## src/sv/dcb_pkg.sv

```systemverilog
package dcb_pkg;

   localparam int CSR_INDEX_W = 2;
   localparam int CSR_DATA_W  = 8;
   localparam int CTX_W       = 7;
   localparam int COUNT_W     = 4;
   localparam int CHAN_W      = 2;
   localparam int BUCKET_W    = 8;

   localparam logic [CSR_INDEX_W-1:0] CSR_CONTEXT_COUNT = 2'd0;
   localparam logic [CSR_INDEX_W-1:0] CSR_X_COUNT       = 2'd1;
   localparam logic [CSR_INDEX_W-1:0] CSR_Y_COUNT       = 2'd2;
   localparam logic [CSR_INDEX_W-1:0] CSR_B_COUNT       = 2'd3;

   localparam logic [CHAN_W-1:0] CHAN_X = 2'd0;
   localparam logic [CHAN_W-1:0] CHAN_Y = 2'd1;
   localparam logic [CHAN_W-1:0] CHAN_B = 2'd2;

   localparam logic MODE_CLASSIFY = 1'b0;
   localparam logic MODE_LOAD     = 1'b1;

   typedef struct packed {
      logic               wr;
      logic [COUNT_W-1:0] index;
   } load_cmd_type;

   function automatic logic [COUNT_W-1:0] clamp_count(input logic [COUNT_W-1:0] n,
                                                      input logic [COUNT_W-1:0] limit);
      clamp_count = (n > limit) ? limit : n;
   endfunction

endpackage

```

## src/sv/dcb_lane.sv

```systemverilog
module dcb_lane #(
   parameter int MAX_THRESHOLDS = 15,
   parameter int VALUE_BITS     = 32,
   parameter int CNT_W          = 4
) (
   input  logic                                clock,
   input  logic                                enable,
   input  dcb_pkg::load_cmd_type               load,
   input  logic signed [VALUE_BITS-1:0]        load_value,
   input  logic signed [VALUE_BITS-1:0]        value,
   input  logic [dcb_pkg::COUNT_W-1:0]         count,
   output logic [CNT_W-1:0]                    hits_ff
);

   localparam int IDX_W = (MAX_THRESHOLDS > 1) ? $clog2(MAX_THRESHOLDS) : 1;
   localparam logic [dcb_pkg::COUNT_W-1:0] LIMIT = dcb_pkg::COUNT_W'(MAX_THRESHOLDS);

   logic signed [VALUE_BITS-1:0] bank_ff [MAX_THRESHOLDS];
   logic [dcb_pkg::COUNT_W-1:0]  n_used;
   logic [CNT_W-1:0]             hits_in;

   always_ff @(posedge clock) begin
      if (load.wr) begin
         bank_ff[load.index[IDX_W-1:0]] <= load_value;
      end
   end

   always_comb begin
      n_used  = dcb_pkg::clamp_count(count, LIMIT);
      hits_in = '0;
      for (int i = 0; i < MAX_THRESHOLDS; i++) begin
         if ((int'(n_used) > i) && (value > bank_ff[i])) begin
            hits_in = hits_in + CNT_W'(1);
         end
      end
   end

   always_ff @(posedge clock) begin
      if (enable) begin
         hits_ff <= hits_in;
      end
   end

endmodule

```

## src/sv/dcb_merge.sv

```systemverilog
module dcb_merge #(
   parameter int MAX_THRESHOLDS = 15,
   parameter int CNT_W          = 4
) (
   input  logic                                clock,
   input  logic                                enable,
   input  logic [CNT_W-1:0]                    bx,
   input  logic [CNT_W-1:0]                    by,
   input  logic [CNT_W-1:0]                    bb,
   input  logic [dcb_pkg::COUNT_W-1:0]         ny_count,
   input  logic [dcb_pkg::COUNT_W-1:0]         nb_count,
   input  logic                                force_zero,
   output logic [dcb_pkg::BUCKET_W-1:0]        bucket_ff
);

   localparam int BW = dcb_pkg::BUCKET_W;
   localparam logic [dcb_pkg::COUNT_W-1:0] LIMIT = dcb_pkg::COUNT_W'(MAX_THRESHOLDS);

   logic [BW-1:0]    partial_ff;
   logic [BW-1:0]    partial_in;
   logic [CNT_W-1:0] by_ff;
   logic [BW-1:0]    nb_radix;
   logic [BW-1:0]    ny_radix;
   logic [BW-1:0]    bucket_in;

   always_comb begin
      nb_radix   = BW'(dcb_pkg::clamp_count(nb_count, LIMIT)) + BW'(1);
      ny_radix   = BW'(dcb_pkg::clamp_count(ny_count, LIMIT)) + BW'(1);
      partial_in = BW'(bx) * nb_radix + BW'(bb);
      bucket_in  = force_zero ? '0 : (partial_ff * ny_radix + BW'(by_ff));
   end

   always_ff @(posedge clock) begin
      if (enable) begin
         partial_ff <= partial_in;
         by_ff      <= by;
         bucket_ff  <= bucket_in;
      end
   end

endmodule

```

## src/sv/dc_context_bucket_classifier.sv

```systemverilog
// DC context bucket classifier.
// Request channel (req_valid/req_stall): mode 0 carries a pixel's x, y, b DC
// values and yields one rsp_bucket transfer; mode 1 writes one threshold entry
// (load_channel, load_index, load_value) and yields nothing.
// Config channel (csr_valid/csr_ready): writes context_count and the three
// threshold counts; csr_ready is always high. Write only while the block is idle.
// Three compare lanes (x, y, b) each test their value against each threshold
// in use (count clamped to MAX_THRESHOLDS) in parallel and count the hits; a
// two-stage merge forms the mixed-radix bucket, one multiply per stage; bucket
// is 0 if context_count <= 1. Registers: lane hits, merge partial, bucket.
// Throughput: one item per cycle unless stalled; a load followed directly by a
// pixel is fine. When rsp_stall holds a pending result the whole pipe freezes
// and req_stall is raised in the same cycle; nothing is dropped.
// Reset clears the pipe valid bits and sets context_count to 1 and the
// threshold counts to 0. The threshold table is not cleared: every entry in
// use must be loaded before pixels are sent.
module dc_context_bucket_classifier #(
   parameter int MAX_THRESHOLDS = 15,
   parameter int VALUE_BITS     = 32
) (
   input  logic                                   clock,
   input  logic                                   reset,
   input  logic                                   req_valid,
   output logic                                   req_stall,
   input  logic                                   req_mode,
   input  logic signed [VALUE_BITS-1:0]           req_dc_x,
   input  logic signed [VALUE_BITS-1:0]           req_dc_y,
   input  logic signed [VALUE_BITS-1:0]           req_dc_b,
   input  logic [dcb_pkg::CHAN_W-1:0]             req_load_channel,
   input  logic [dcb_pkg::COUNT_W-1:0]            req_load_index,
   input  logic signed [VALUE_BITS-1:0]           req_load_value,
   output logic                                   rsp_valid,
   input  logic                                   rsp_stall,
   output logic [dcb_pkg::BUCKET_W-1:0]           rsp_bucket,
   input  logic                                   csr_valid,
   output logic                                   csr_ready,
   input  logic [dcb_pkg::CSR_INDEX_W-1:0]        csr_index,
   input  logic [dcb_pkg::CSR_DATA_W-1:0]         csr_data
);

   localparam int CNT_W = $clog2(MAX_THRESHOLDS + 1);

   logic                           pipe_en;
   logic                           req_xfer;
   logic                           idx_ok;
   logic                           s1_valid_ff, s1_valid_in;
   logic                           s2_valid_ff, s2_valid_in;
   logic                           rsp_valid_ff, rsp_valid_in;
   logic [dcb_pkg::CTX_W-1:0]      ctx_count_ff;
   logic [dcb_pkg::COUNT_W-1:0]    x_count_ff, y_count_ff, b_count_ff;
   dcb_pkg::load_cmd_type          load_x, load_y, load_b;
   logic [CNT_W-1:0]               hits_x, hits_y, hits_b;

   assign pipe_en   = !(rsp_valid_ff && rsp_stall);
   assign req_stall = !pipe_en;
   assign req_xfer  = req_valid && !req_stall;
   assign csr_ready = 1'b1;
   assign rsp_valid = rsp_valid_ff;

   assign idx_ok = (int'(req_load_index) < MAX_THRESHOLDS);

   always_comb begin
      load_x.index = req_load_index;
      load_y.index = req_load_index;
      load_b.index = req_load_index;
      load_x.wr = req_xfer && (req_mode == dcb_pkg::MODE_LOAD) && idx_ok
                  && (req_load_channel == dcb_pkg::CHAN_X);
      load_y.wr = req_xfer && (req_mode == dcb_pkg::MODE_LOAD) && idx_ok
                  && (req_load_channel == dcb_pkg::CHAN_Y);
      load_b.wr = req_xfer && (req_mode == dcb_pkg::MODE_LOAD) && idx_ok
                  && (req_load_channel == dcb_pkg::CHAN_B);
   end

   always_comb begin
      s1_valid_in  = pipe_en ? (req_xfer && (req_mode == dcb_pkg::MODE_CLASSIFY))
                             : s1_valid_ff;
      s2_valid_in  = pipe_en ? s1_valid_ff : s2_valid_ff;
      rsp_valid_in = pipe_en ? s2_valid_ff : rsp_valid_ff;
   end

   always_ff @(posedge clock) begin
      if (reset) begin
         s1_valid_ff  <= 1'b0;
         s2_valid_ff  <= 1'b0;
         rsp_valid_ff <= 1'b0;
      end else begin
         s1_valid_ff  <= s1_valid_in;
         s2_valid_ff  <= s2_valid_in;
         rsp_valid_ff <= rsp_valid_in;
      end
   end

   always_ff @(posedge clock) begin
      if (reset) begin
         ctx_count_ff <= dcb_pkg::CTX_W'(1);
         x_count_ff   <= '0;
         y_count_ff   <= '0;
         b_count_ff   <= '0;
      end else if (csr_valid && csr_ready) begin
         unique case (csr_index)
            dcb_pkg::CSR_CONTEXT_COUNT: ctx_count_ff <= csr_data[dcb_pkg::CTX_W-1:0];
            dcb_pkg::CSR_X_COUNT:       x_count_ff   <= csr_data[dcb_pkg::COUNT_W-1:0];
            dcb_pkg::CSR_Y_COUNT:       y_count_ff   <= csr_data[dcb_pkg::COUNT_W-1:0];
            dcb_pkg::CSR_B_COUNT:       b_count_ff   <= csr_data[dcb_pkg::COUNT_W-1:0];
            default: ;
         endcase
      end
   end

   dcb_lane #(
      .MAX_THRESHOLDS(MAX_THRESHOLDS), .VALUE_BITS(VALUE_BITS), .CNT_W(CNT_W)
   ) u_lane_x (
      .clock(clock), .enable(pipe_en), .load(load_x), .load_value(req_load_value),
      .value(req_dc_x), .count(x_count_ff), .hits_ff(hits_x)
   );

   dcb_lane #(
      .MAX_THRESHOLDS(MAX_THRESHOLDS), .VALUE_BITS(VALUE_BITS), .CNT_W(CNT_W)
   ) u_lane_y (
      .clock(clock), .enable(pipe_en), .load(load_y), .load_value(req_load_value),
      .value(req_dc_y), .count(y_count_ff), .hits_ff(hits_y)
   );

   dcb_lane #(
      .MAX_THRESHOLDS(MAX_THRESHOLDS), .VALUE_BITS(VALUE_BITS), .CNT_W(CNT_W)
   ) u_lane_b (
      .clock(clock), .enable(pipe_en), .load(load_b), .load_value(req_load_value),
      .value(req_dc_b), .count(b_count_ff), .hits_ff(hits_b)
   );

   dcb_merge #(
      .MAX_THRESHOLDS(MAX_THRESHOLDS), .CNT_W(CNT_W)
   ) u_merge (
      .clock(clock), .enable(pipe_en), .bx(hits_x), .by(hits_y), .bb(hits_b),
      .ny_count(y_count_ff), .nb_count(b_count_ff),
      .force_zero(ctx_count_ff <= dcb_pkg::CTX_W'(1)), .bucket_ff(rsp_bucket)
   );

endmodule

```

## config.mk

```make
export PLATFORM = sky130hd
export DESIGN_NAME = dc_context_bucket_classifier
export DESIGN_NICKNAME = d
export VERILOG_FILES = /design/src/sv/dcb_pkg.sv /design/src/sv/dcb_lane.sv /design/src/sv/dcb_merge.sv /design/src/sv/dc_context_bucket_classifier.sv
export SDC_FILE = /design/constraint.sdc
export NUM_CORES = 2
export LEC_CHECK = 0
export ABC_AREA = 0
export BUFFER_PORTS_ARGS = -buffer_cell sky130_fd_sc_hd__buf_4
export CORE_ASPECT_RATIO = 1.4
export CORE_MARGIN = 5
export CORE_UTILIZATION = 40
export DETAILED_ROUTE_END_ITERATION = 7
export GPL_ROUTABILITY_DRIVEN = 1
export HOLD_SLACK_MARGIN = 0.03
export SLEW_MARGIN = 20
export SYNTH_ARGS = -nofsm -noshare
export SYNTH_HDL_FRONTEND = slang
export SYNTH_HIERARCHICAL = 1
export SYNTH_SLANG_ARGS = --single-unit
```

## constraint.sdc

```tcl
create_clock -name clock -period 10 [get_ports clock]
set_input_delay 1.5 -clock clock [delete_from_list [all_inputs] [get_ports clock]]
set_output_delay 1.5 -clock clock [all_outputs]
set_load 0.01 [all_outputs]
```

==> results.json <==
{
  "crit_path_top_delay_cell": "xnor3_1",
  "hp-class": "flop to flop",
  "final_antenna_net_count": 0,
  "grt-ovfl-total": 0,
  "synthDominantCellAreaShare": 0.495,
  "post-route-period-util": 0.992,
  "cpPeakStageDelay_ns": 0.45,
  "totalWireLength_um": 268000,
  "critPathArrivalTime_ns": 10.47,
  "synthCells": 7669,
  "yosys.area.top_type": "edfxtp_1",
  "finish.instance_area_um2": 104000,
  "multiInputGateArea_um2": 40400,
  "crit_path_frequent_cell": "ha_4",
  "r2r_slack_ns": 0.53,
  "die_w_um": 410,
  "cts_inserted_buffers": 166,
  "synth_commonest_cells": "ha_1 (1521), inv_1 (1514), edfxtp_1 (1472)",
  "viasPerCell": 5.50,
  "grt_pass1_wl_um": 388000,
  "cts_sinks": 1493,
  "nNetsFinal": 10100,
  "tritoncts": "yes",
  "synth_most_common_cell": "ha_1",
  "route.detailed.drc": 0,
  "antenna_found_initial": 29,
  "final_layout_size_suffix_gt1_frac": 0.128,
  "required_ns": 10.55,
  "grt_setup_unrepaired": "yes",
  "critPathLaunchType": "input port",
  "peakVddDrop_mv": 0.118,
  "initial_core_util": 0.401,
  "ys_seq_area_frac": 0.499,
  "syn-cell-area_um2": 89400,
  "max_freq_mhz": 101,
  "syn_area_per_cell_um2": 11.7,
  "ios": 161,
  "row_count": 205,
  "gp_congestion": 0.876,
  "ys_async_sr_fraction": 0,
  "critPathTopFamily": "compound AO/OA/AOI/OAI gates",
  "grt_pass1_vias": 62600,
  "synth.area.top_cells": "edfxtp_1 (49%), ha_1 (21%), inv_1 (6.4%)",
  "drt_iter0_markers": 3908,
  "insertion_delay_ns": 0.81,
  "clockBufferDepth": 4,
  "max_slew.worst_pin.slew_ns": 1.39,
  "num_vias": 62700,
  "hold_viol_final": 0,
  "cap_violations": 0,
  "die_h_um": 569,
  "clk_transition_reported_paths_ns": 0.06,
  "finalSetupViolCount": 0,
  "area_growth_pct": 16.2,
  "critical_path_peak_fanout": 4,
  "dp_hpwl_um": 181000,
  "synth_fp_nets": 9362,
  "endpoint_kind": "flop",
  "ys.flop_type": "edfxtp_1",
  "numPortBuffers": 158,
  "cp.buffers_inverters": 3,
  "n_fill_cell": 20000,
  "synth_edf_count": 1472,
  "finalCoreUtilization": 0.466,
  "status": "finished clean",
  "grt_usage": 0.223,
  "cts_root_buf": "clkbuf_16",
  "routedWlPerCell_um": 23.5,
  "ys_warn_count": 6,
  "synth_cell_types": 117,
  "final-max-slew-violation-count": 0,
  "die_area_um2": 233000,
  "seqCellArea_um2": 44600,
  "slew-limit-headroom": 0.0650,
  "finalCriticalPeriod_ns": 9.92,
  "core_um2": 223000,
  "cts_htree_levels": 4,
  "grt_max_degree": 46,
  "fin_skew_ns": 0.0570,
  "critPathKind": "input port to flop",
  "dr.pass1.iters": 5,
  "yosys_register_bits": 1493,
  "power.density_nw_per_um2": 143,
  "leakagePower_nw": 46.2,
  "postPlaceCellArea_um2": 97600
}
## sequential cells by signal (all words and copies together) (netlist names), 4 cells and up
signal,cells
b_count_ff,4
u_merge/partial_ff,8
u_lane_x/hits_ff,4
u_lane_b/hits_ff,4
u_lane_y/bank_ff,480
u_lane_y/hits_ff,4
u_lane_b/bank_ff,480
y_count_ff,4
x_count_ff,4
u_merge/bucket_ff,8
u_lane_x/bank_ff,480
ctx_count_ff,6
u_merge/by_ff,4
## what timing repair did
action / CTS / global route
endpoints found under the setup margin: 4 / 9
setup buffers: 2 / 16
hold buffers: 0 / 0
resized for setup: 19 / 161
pin swaps: 15 / 128
## report_power, final
part	total [mW]	internal (mW)	switching [mW]
combinational	1.98	0.801	1.18
sequential	6.96	6.93	0.0295
clock	5.95	3.44	2.51
total	14.9	11.2	3.72
## through the flow
stage	setup WS, ns	hold slack, ns	TNS, ns	power, mW	std cells
global route	-0.385	0.437	-1.13	15.5	11400
CTS	0.00504	0.431	0	14.9	11400
finish	0.0783	0.434	0	14.9	11400
floorplan	-0.0219	0.400	-0.0219	8.02	7669
global placement	-0.850	0.407	-6.73	8.88	11100
detailed placement	-0.983	0.418	-7.58	8.93	11100
## per-layer routing
layer / up-vias / global-route usage / routed length [um]
li1: 29200 / - / -
met1: 31000 / 0.263 / 105000
met2: 1835 / 0.406 / 136000
met3: 636 / 0.0247 / 13400
met4: 2 / 0.0993 / 13400
met5: - / 0 / 13
## layout make-up
cell class	instances	area share
diodes	7	0.000169
clock buffers	200	0.0414
clock inverters	83	0.00762
inverters	1517	0.0550
multi-input cells	4630	0.389
flip-flops and latches	1493	0.430
well taps	2898	0.0349
repair buffers	574	0.0422
## cells by family after synthesis
kind of cell | count (synthesis) | share of synthesized area
buffers and inverters | 1546 | 0.0655
AND/OR/NAND/NOR | 1523 | 0.0920
multiplexers | 58 | 0.00689
XOR/XNOR | 165 | 0.0214
adder cells (fa/ha/maj) | 1543 | 0.218
flip-flops | 1493 | 0.499
other | 1 | 0.0000420
AO/OA/AOI/OAI | 1340 | 0.0972
## worst paths after layout
| path | startpoint | to | depth (start not counted) |
|---|---|---|---|
| hold / removal | u_lane_y/hits_ff[0] | u_merge/by_ff[0] | 0 |
| setup reg to reg | u_lane_x/bank_ff[1][1] | u_lane_x/hits_ff[3] | 52 |
| setup / recovery | req_dc_x[17] | u_lane_x/hits_ff[3] | 51 |
| hold reg to reg | u_lane_y/hits_ff[0] | u_merge/by_ff[0] | 0 |
## worst register-to-register path, delay by kind of cell, from the launching register on
kind,cells,cell delay [ns]
adder cells (fa/ha/maj),7,1.73
AO/OA/AOI/OAI,19,3.17
XOR/XNOR,8,1.73
flip-flops,1,0.35
buffers and inverters,3,0.20
multiplexers,2,0.37
AND/OR/NAND/NOR,13,1.66
## cell usage in the layout (no fill, tap or decap), types with 20 or more instances in the layout
cell / count
edfxtp_1: 1472
ha_1: 1492
o21a_1: 41
xnor2_1: 82
o2111ai_1: 20
ha_4: 28
nand2b_1: 84
a21o_1: 222
a31oi_1: 43
mux2i_1: 35
clkinv_1: 38
or3_1: 25
dfxtp_1: 21
inv_1: 1505
fa_1: 22
nor2_4: 24
o21ai_0: 195
nor2_1: 223
nand4_1: 287
nor2b_1: 121
nand3_1: 117
nor4_1: 41
clkbuf_1: 33
o211ai_1: 54
clkinv_2: 20
o21ai_1: 34
nand2_1: 255
xor2_1: 35
a21oi_1: 393
nor3_1: 105
a211oi_1: 62
clkbuf_16: 167
buf_4: 565
and2_1: 36
Power figures use the tool's default switching activity.
